===== config.mk =====
export PLATFORM = sky130hd
export DESIGN_NAME = sitoa_ctrl
export DESIGN_NICKNAME = d
export VERILOG_FILES = /design/src/hw/rtl/sitoa_pkg.sv /design/src/hw/rtl/sitoa_ctrl.sv
export SDC_FILE = /design/constraint.sdc
export NUM_CORES = 1
export LEC_CHECK = 0
export BUFFER_PORTS_ARGS = -buffer_cell sky130_fd_sc_hd__buf_2
export CAP_MARGIN = 20
export CORE_AREA = 3 3 40 42
export CTS_CLUSTER_DIAMETER = 200
export CTS_CLUSTER_SIZE = 20
export DETAILED_ROUTE_END_ITERATION = 8
export DIE_AREA = 0 0 43 45
export PLACE_DENSITY_LB_ADDON = 0.1
export SYNTH_ARGS = -nofsm -noshare
export SYNTH_HDL_FRONTEND = slang
export SYNTH_SLANG_ARGS = --single-unit

===== constraint.sdc =====
create_clock -name clk -period 3 [get_ports clk]
set_clock_uncertainty 0.15 [all_clocks]
set_input_delay 0.3 -clock clk [delete_from_list [all_inputs] [get_ports clk]]
set_output_delay 0.3 -clock clk [all_outputs]
set_load 0.005 [all_outputs]

===== src/hw/rtl/sitoa_pkg.sv =====
`timescale 1ns / 1ps
`default_nettype none
// ----------------------------------------------------------------------------
// sitoa_pkg
// Shared types and constants for the signed integer to decimal text converter.
// ----------------------------------------------------------------------------
package sitoa_pkg;

  localparam int DEFAULT_WIDTH = 32;
  localparam int VALUE_W       = 32;
  localparam int CHAR_W        = 7;
  localparam int BITS_PER_STEP = 4;

  localparam logic [CHAR_W-1:0] CHAR_ZERO  = 7'd48;
  localparam logic [CHAR_W-1:0] CHAR_MINUS = 7'd45;

  typedef enum logic [2:0] {
    ST_IDLE,
    ST_CONV,
    ST_NORM,
    ST_SIGN,
    ST_DIGIT
  } sitoa_state_t;

  typedef struct packed {
    logic load;
    logic conv_step;
    logic norm;
    logic emit_sign;
    logic emit_digit;
  } sitoa_cmd_t;

  typedef struct packed {
    logic conv_done;
    logic negative;
    logic digit_last;
    logic out_free;
  } sitoa_status_t;

endpackage
`default_nettype wire


===== src/hw/rtl/sitoa_ctrl.sv =====
`timescale 1ns / 1ps
`default_nettype none
// ----------------------------------------------------------------------------
// sitoa_ctrl
// Sequencer: accept, convert to BCD, find the leading digit, emit characters.
// ----------------------------------------------------------------------------
module sitoa_ctrl
  import sitoa_pkg::*;
(
  input  wire logic          clk,
  input  wire logic          rst_n,
  input  wire logic          in_valid,
  output logic               in_ready,
  input  wire sitoa_status_t status,
  output sitoa_cmd_t         cmd
);

  sitoa_state_t state_r, state_nxt;

  always_ff @(posedge clk) begin
    if (!rst_n) begin
      state_r <= ST_IDLE;
    end else begin
      state_r <= state_nxt;
    end
  end

  always_comb begin
    state_nxt = state_r;
    unique case (state_r)
      ST_IDLE: begin
        if (in_valid) state_nxt = ST_CONV;
      end
      ST_CONV: begin
        if (status.conv_done) state_nxt = ST_NORM;
      end
      ST_NORM: begin
        state_nxt = status.negative ? ST_SIGN : ST_DIGIT;
      end
      ST_SIGN: begin
        if (status.out_free) state_nxt = ST_DIGIT;
      end
      ST_DIGIT: begin
        if (status.out_free && status.digit_last) state_nxt = ST_IDLE;
      end
      default: state_nxt = ST_IDLE;
    endcase
  end

  always_comb begin
    cmd      = '0;
    in_ready = 1'b0;
    unique case (state_r)
      ST_IDLE: begin
        in_ready = 1'b1;
        cmd.load = in_valid;
      end
      ST_CONV:  cmd.conv_step  = 1'b1;
      ST_NORM:  cmd.norm       = 1'b1;
      ST_SIGN:  cmd.emit_sign  = status.out_free;
      ST_DIGIT: cmd.emit_digit = status.out_free;
      default: begin
        cmd      = '0;
        in_ready = 1'b0;
      end
    endcase
  end

endmodule
`default_nettype wire


; ---- Word level (Yosys, flattened, before mapping)
; Index checks and enable logic that the tools add are counted.
[totals]
inputBits = 7
reg_bits = 3
word_cells = 24
out_inout_bits = 6
[op_classes]
n_mux = 12
reduce_logical = 3
eq_ne = 8
[ops]
columns = operator, n
row1 = $mux 3, 5
row2 = $pmux 3 s5, 1
row3 = $ne 2x2->1 const B, 4
row4 = $eq 3x2->1 const B, 2
row5 = $mux 1, 6
row6 = $reduce_and 4->1, 1
row7 = $eq 3x1->1 const B, 1
row8 = $eq 3x3->1 const B, 1
row9 = $logic_not 3->1, 1
row10 = $logic_and 1x1->1, 1

; ---- Longest topological paths before layout
; Gate-level depths: netlist (run 1).
[logic_depth]
word_depth = 3
mapped_depth = 5
depth_no_buf = 4

; ---- Worst setup path before layout (run 1)
; No wires, ideal clock.
[synth_path]
kind = reg-to-output
from = register state_r[1]
to = output cmd[4] (netlist name)
arrival_ns = 0.873
stages_incl_launch_ff = 4
n_path_buf = 1
t_required_ns = 2.550
setup_slack_ns = 1.677
cell_sequence = dfxtp_1 buf_2 nor3_1 and2_1
[synth_rtl]
columns = element, line_no
row1 = start: declaration, sitoa_ctrl.sv:18  ; sitoa_state_t state_r, state_nxt;
row2 = start signal: assignment, sitoa_ctrl.sv:24  ; state_r <= state_nxt;
row3 = end: declaration, sitoa_ctrl.sv:15  ; output sitoa_cmd_t cmd

==> results.sh, run 1 <==
export IMPL_status="completed"
export IMPL_cp_arrival_ns=1.18
export IMPL_overflow=0
export IMPL_layout_common_cells="buf_2 (12), nand2_1 (6), nor2_1 (5)"
export IMPL_end_kind="output port"
export IMPL_cpPeakStageDelay_ns=0.43
export IMPL_ir_drop_v=0.000386
export IMPL_wl_per_cell_um=9.48
export IMPL_hold_viol=0
export IMPL_p_leak_nw=0.166
export IMPL_synth_seq_cells=3
export IMPL_syn_to_final_growth_pct=36.8
export IMPL_cts_resized=0
export IMPL_ctsLongestPathBuffers=2
export IMPL_place_congestion=0.653
export IMPL_postCtsHoldBufs=0
export IMPL_crit_buf_inv=1
export IMPL_drive_above_1_share_pct=34.7
export IMPL_reg2reg_to="state_r[1]"
export IMPL_fillers=150
export IMPL_dr_total_vias=271
export IMPL_core_sq_mm=0.00128
export IMPL_multi_input_area_sq_um=175
export IMPL_path_depth=3
export IMPL_fin_crit_ns=1.63
export IMPL_cp_top_family="flip-flops"
export IMPL_regToRegSetupSlack_ns=1.56
export IMPL_syn_nets=42
export IMPL_ys_seq_area_share_pct=23.9
export IMPL_reg_top3="state_r: 3 flops"
export IMPL_critPathKind="reg2out"
export IMPL_synth_warnings=0
export IMPL_power_density_mw_per_mm2=840
export IMPL_slew_viol_final=0
export IMPL_finalCritPeriodShare_pct=54.4
export IMPL_antenna_left=0
export IMPL_clkSinkCount=3
export IMPL_largest_reg_flops=3
export IMPL_reg2reg_depth=4
export IMPL_clkTransAtPathRegs_ns=0.04
export IMPL_clkLatencyLatePin_ns=0.23
export IMPL_drcViolationCount=0
export IMPL_path_cells="nor2b_1 -> nor3b_1 -> buf_2"
export IMPL_cap_violations=0
export IMPL_critPathSlowestCell="dfxtp_1"
export IMPL_grt_max_degree=12
export IMPL_tightest_slew_ns=0.354
export IMPL_ys_types=18
export IMPL_worstSetupStartpoint="state_r[2]"
export IMPL_io_buffers=12
export IMPL_max_clock_freq_mhz=612
export IMPL_track_usage_pct=7.73
export IMPL_hold_class="in2reg"
export IMPL_largest_register="state_r"
export IMPL_critPathCapture="cmd[0]"
export IMPL_grt_pass1_wl_um=1070
export IMPL_post_cts_buffers=0
export IMPL_grt_pass1_vias=283
export IMPL_final_net_count=57
export IMPL_final_common_cell="buf_2"
export IMPL_cts_tree="built"
export IMPL_cp_required_ns=2.55
export IMPL_synth_area_sq_um=251
export IMPL_critPathMaxFanout=8
export IMPL_ctsRootBufferMaster="clkbuf_4"
export IMPL_slew_headroom_pct=76.4
export IMPL_wirelength_um=607
export IMPL_start_util_pct=19.6
export IMPL_start_kind="flip-flop"
export IMPL_antenna_found_initial=0
export IMPL_placementRows=13
export IMPL_fin_util_pct=26.8
export IMPL_r2r_start="state_r[0]"
export IMPL_htree_levels=1
export IMPL_drtIter0Drc=3
export IMPL_rsz0062_at_grt="no"
export IMPL_diodes=0
export IMPL_dieArea_sq_mm=0.00194
export IMPL_die_w_um=43
export IMPL_dp_hpwl_um=484
export IMPL_final_seq_area_sq_um=60.1
export IMPL_avgSynthCellArea_sq_um=7.19
export IMPL_drt_pass1_iterations=2
export IMPL_setup_viol=0
export IMPL_vias_per_cell=4.23
export IMPL_fp_dieH_um=45
export IMPL_tns_ns=0
export IMPL_numCtsBuffers=3
export IMPL_syn_inst=35
export IMPL_ios=13
cells by family (layout without fill, tap and decap cells):
family / count (synthesis) / in the layout / synth area share [%]
muxes: 4 / 4 / 16.4
DFF: 3 / 3 / 23.9
AOI/OAI and AO/OA: 3 / 3 / 9.95
buffers and inverters: 3 / 17 / 6.47
and+or+nand+nor: 22 / 22 / 43.3
report_power, final:
part | leakage, nW | switching [mW] | total, mW | internal (mW)
clock network | 0.0150 | 0.0211 | 0.0710 | 0.0499
logic | 0.126 | 0.0572 | 0.132 | 0.0750
registers | 0.0246 | 0.0325 | 0.0857 | 0.0531
final cells by class:
type                       count  area share [%]
clock buffer                   4            7.64
tap                           15            5.45
timing repair buffer          12            17.5
sequential                     3            17.5
multi-input combinational     29            50.9
inverter                       1            1.09
synth_stat cells (all sizes together):
cell type	n	area share [%]
nand2	6	9.0
nor2	5	7.5
dfxtp	3	24
mux2i	3	12
nand2b	3	7.5
buf	2	5.0
nor2b	2	5.0
nor3	2	4.0
a2bb2oi	1	3.5
a31oi	1	2.5
and2	1	2.5
inv	1	1.5
mux2	1	4.5
nand3	1	2.0
nand3b	1	3.0
nor3b	1	3.0
o22a	1	4.0
worst min-delay path by stage:
stage / start / to / slack, ns / cells past startpoint
finish: rst_n / state_r[0] / 0.22 / 3
global route: rst_n / state_r[0] / 0.22 / 3
CTS: rst_n / state_r[0] / 0.21 / 3
detailed placement: state_r[2] / state_r[2] / 0.40 / 2
global placement: state_r[2] / state_r[2] / 0.41 / 2
floorplan: rst_n / state_r[2] / 0.29 / 2
routing by layer:
metal	track usage, %	routed length [um]	vias to the layer above
met5	0	0	-
met4	3.61	0	0
met3	5.98	48	0
met2	11.4	301	9
met1	8.15	257	117
li1	-	-	145
worst reg2reg max path, cell delays in order, from the launching register on:
cell and delay [ns]:
dfxtp_1 0.50, nand2b_1 0.14, a2bb2oi_1 0.15, o22a_2 0.26, mux2i_1 0.13
per-stage QoR:
step	worst slack, ns	instances	hold WS [ns]	cell area, sq um	power, mW
after CTS	1.36	64	0.214	344	0.296
final	1.37	64	0.220	344	0.289
after global placement	1.56	60	0.410	318	0.220
after global routing	1.22	64	0.222	344	0.320
after detailed placement	1.56	60	0.401	318	0.222
after floorplan	1.68	35	0.292	251	0.184
Power figures use the tool's default switching activity.
==> run 2: changes to the inputs <==
--- a/config.mk
+++ b/config.mk
@@ -5,6 +5,7 @@
 export SDC_FILE = /design/constraint.sdc
 export NUM_CORES = 1
 export LEC_CHECK = 0
+export ABC_AREA = 1
 export BUFFER_PORTS_ARGS = -buffer_cell sky130_fd_sc_hd__buf_2
 export CAP_MARGIN = 20
 export CORE_AREA = 3 3 40 42
==> constraint.sdc (replaced) <==
create_clock -name clk -period 1.55 [get_ports clk]
set_clock_uncertainty 0.15 [all_clocks]
set_input_delay 0.155 -clock clk [delete_from_list [all_inputs] [get_ports clk]]
set_output_delay 0.155 -clock clk [all_outputs]
set_load 0.005 [all_outputs]
==> run 2 against run 1 <==
  * Via count grew 6.6%
  * Worst setup slack got worse by 1.2 ns
  * Register-to-register slack got worse by 1.3 ns
  * Global-route usage fell by 0.17 points
  * Synthesized cell count grew 23%
  * Area after synthesis decreased by 7.5%
  * Non-clock buffer count unchanged
  * Sequential power increased by 67%
  * First-iteration DRC count is 100% higher
  * Count of clock-buffer cells in the layout unchanged
  * Largest cell class unchanged
  * Critical path type unchanged
  * Worst hold slack got worse by 0.21 ns
==> results.sh, run 2 <==
export IMPL_dr_total_vias=289
export IMPL_synth_warnings=0
export IMPL_clkSinkCount=3
export IMPL_wl_per_cell_um=8.49
export IMPL_grt_pass1_vias=297
export IMPL_power_density_mw_per_mm2=1610
export IMPL_io_buffers=12
export IMPL_setup_viol=0
export IMPL_grt_max_degree=9
export IMPL_ios=13
export IMPL_die_w_um=43
export IMPL_overflow=0
export IMPL_yosys_area_top_type="dfxtp_1"
export IMPL_synth_top_area_share_pct=25.8
export IMPL_cp_required_ns=1.24
export IMPL_postCtsHoldBufs=0
export IMPL_slew_viol_final=0
export IMPL_tightest_slew_ns=0.283
export IMPL_post_cts_buffers=0
export IMPL_synth_area_sq_um=233
export IMPL_reg_top3="state_r: 3 flops"
export IMPL_rsz0062_at_grt="no"
export IMPL_switching_share_pct=42.7
export IMPL_seqPwrFrac_pct=27.0
export IMPL_largest_register="state_r"
export IMPL_drtIter0Drc=6
export IMPL_pwr_share_comb_pct=47.7
export IMPL_total_power_mw=0.527
export IMPL_synth_edff_count=0
export IMPL_place_inst=69
export IMPL_placementRows=13
export IMPL_finalCritPeriodShare_pct=91.5
export IMPL_cp_arrival_ns=1.11
export IMPL_diodes=0
export IMPL_clkLatencyLatePin_ns=0.23
export IMPL_ys_types=10
export IMPL_switching_power_mw=0.225
export IMPL_slew_headroom_pct=81.1
export IMPL_async_flop_share_pct=0
export IMPL_start_util_pct=18.1
export IMPL_critPathSlowestCell="dfxtp_1"
export IMPL_antenna_found_initial=0
export IMPL_htree_levels=1
export IMPL_dieArea_sq_mm=0.00194
export IMPL_dp_hpwl_um=523
export IMPL_avgSynthCellArea_sq_um=5.41
export IMPL_final_net_count=66
export IMPL_fillers=159
export IMPL_instances_no_fill=73
export IMPL_final_common_cell="nand2_1"
export IMPL_start_kind="flip-flop"
export IMPL_ir_drop_v=0.000501
export IMPL_fin_crit_ns=1.42
export IMPL_vias_per_cell=3.96
export IMPL_syn_inst=43
export IMPL_hold_class="in2reg"
export IMPL_yosysMostFrequentCell="nand2_1"
export IMPL_syn_nets=50
export IMPL_track_usage_pct=7.56
export IMPL_drcViolationCount=0
export IMPL_synthFlopType="dfxtp_1"
export IMPL_critPathMaxFanout=8
export IMPL_layout_setup_ws_ns=0.132
export IMPL_drive_above_1_share_pct=27.6
export IMPL_numCtsBuffers=3
export IMPL_place_congestion=0.763
export IMPL_intPower_mw=0.302
export IMPL_clkTransAtPathRegs_ns=0.03
export IMPL_hold_viol=0
export IMPL_cts_tree="built"
export IMPL_critPathKind="reg2out"
export IMPL_fp_dieH_um=45
export IMPL_ctsRootBufferMaster="clkbuf_4"
export IMPL_wirelength_um=620
export IMPL_p_leak_nw=0.196
export IMPL_max_clock_freq_mhz=705
export IMPL_antenna_left=0
export IMPL_cap_violations=0
export IMPL_tns_ns=0
export IMPL_ctsLongestPathBuffers=2
export IMPL_fin_util_pct=25.4
export IMPL_power_share_clock_pct=25.2
export IMPL_ys_seq_area_share_pct=25.8
export IMPL_core_sq_mm=0.00128
export IMPL_layout_common_cells="nand2_1 (14), buf_2 (12), inv_1 (8)"
export IMPL_cts_resized=0
export IMPL_synthTopCellsByArea="dfxtp_1 (26%), nand2_1 (23%), inv_1 (13%)"
export IMPL_syn_to_final_growth_pct=40.3
export IMPL_path_cells="nand2_1 -> nor3_1 -> buf_2"
export IMPL_dpl_worst_slack_ns=0.199
export IMPL_largest_reg_flops=3
export IMPL_ys_top_cells_by_count="nand2_1 (14), inv_1 (8), nor2_1 (7)"
export IMPL_status="completed"
export IMPL_drt_pass1_iterations=3
export IMPL_synth_seq_cells=3
export IMPL_cpPeakStageDelay_ns=0.47
export IMPL_grt_pass1_wl_um=1110
export IMPL_end_kind="output port"
run 2: final timing paths:
kind / depth (start not counted) / slack (ns) / endpoint / startpoint
worst max register to register: 7 / 0.23 / state_r[0] / state_r[0]
worst min register to register: 2 / 0.44 / state_r[2] / state_r[2]
worst min-delay path: 3 / 0.01 / state_r[0] / rst_n
worst max-delay path: 3 / 0.13 / cmd[1] / state_r[0]
run 2: logic make-up after synthesis:
family	synth area share (%)
buffers and inverters	17.7
flip-flops	25.8
AND/OR/NAND/NOR	47.9
AO/OA/AOI/OAI	8.60
run 2: power by group through the flow:
stage | combinational [mW] | clock, mW | sequential, mW
floorplan | 0.215 | 0 | 0.116
global placement | 0.260 | 0 | 0.147
detailed placement | 0.259 | 0 | 0.145
CTS | 0.260 | 0.141 | 0.144
global route | 0.304 | 0.139 | 0.152
finish | 0.252 | 0.133 | 0.143
run 2: worst max-delay path, delay by kind of cell (launching register included):
family,cells,cell delay [ns]
flops,1,0.47
simple gates,2,0.27
buf+inv,1,0.14
run 2: per-stage QoR:
stage,hold WS (ns),instance area (sq um)
global route,0.0248,327
finish,0.0141,327
detailed placement,0.249,300
global placement,0.250,300
floorplan,0.125,233
CTS,0.00696,327
run 2: layer usage:
| metal | GRT usage (%) | share of wire, % | wire length (um) |
|---|---|---|---|
| met3 | 0.398 | 5.5 | 34 |
| met2 | 12.0 | 49 | 302 |
| met4 | 7.23 | 0 | 0 |
| met5 | 0 | 0 | 0 |
| met1 | 9.09 | 45 | 282 |
run 2: area by class of cell:
cell class	instances	area [sq um]	share of cell area, %
Sequential cell	3	60.1	18.4
Multi-Input combinational cell	31	131	40.2
Tap cell	15	18.8	5.75
Timing Repair Buffer	12	60.1	18.4
Inverter	8	30.0	9.20
Clock buffer	4	26.3	8.05
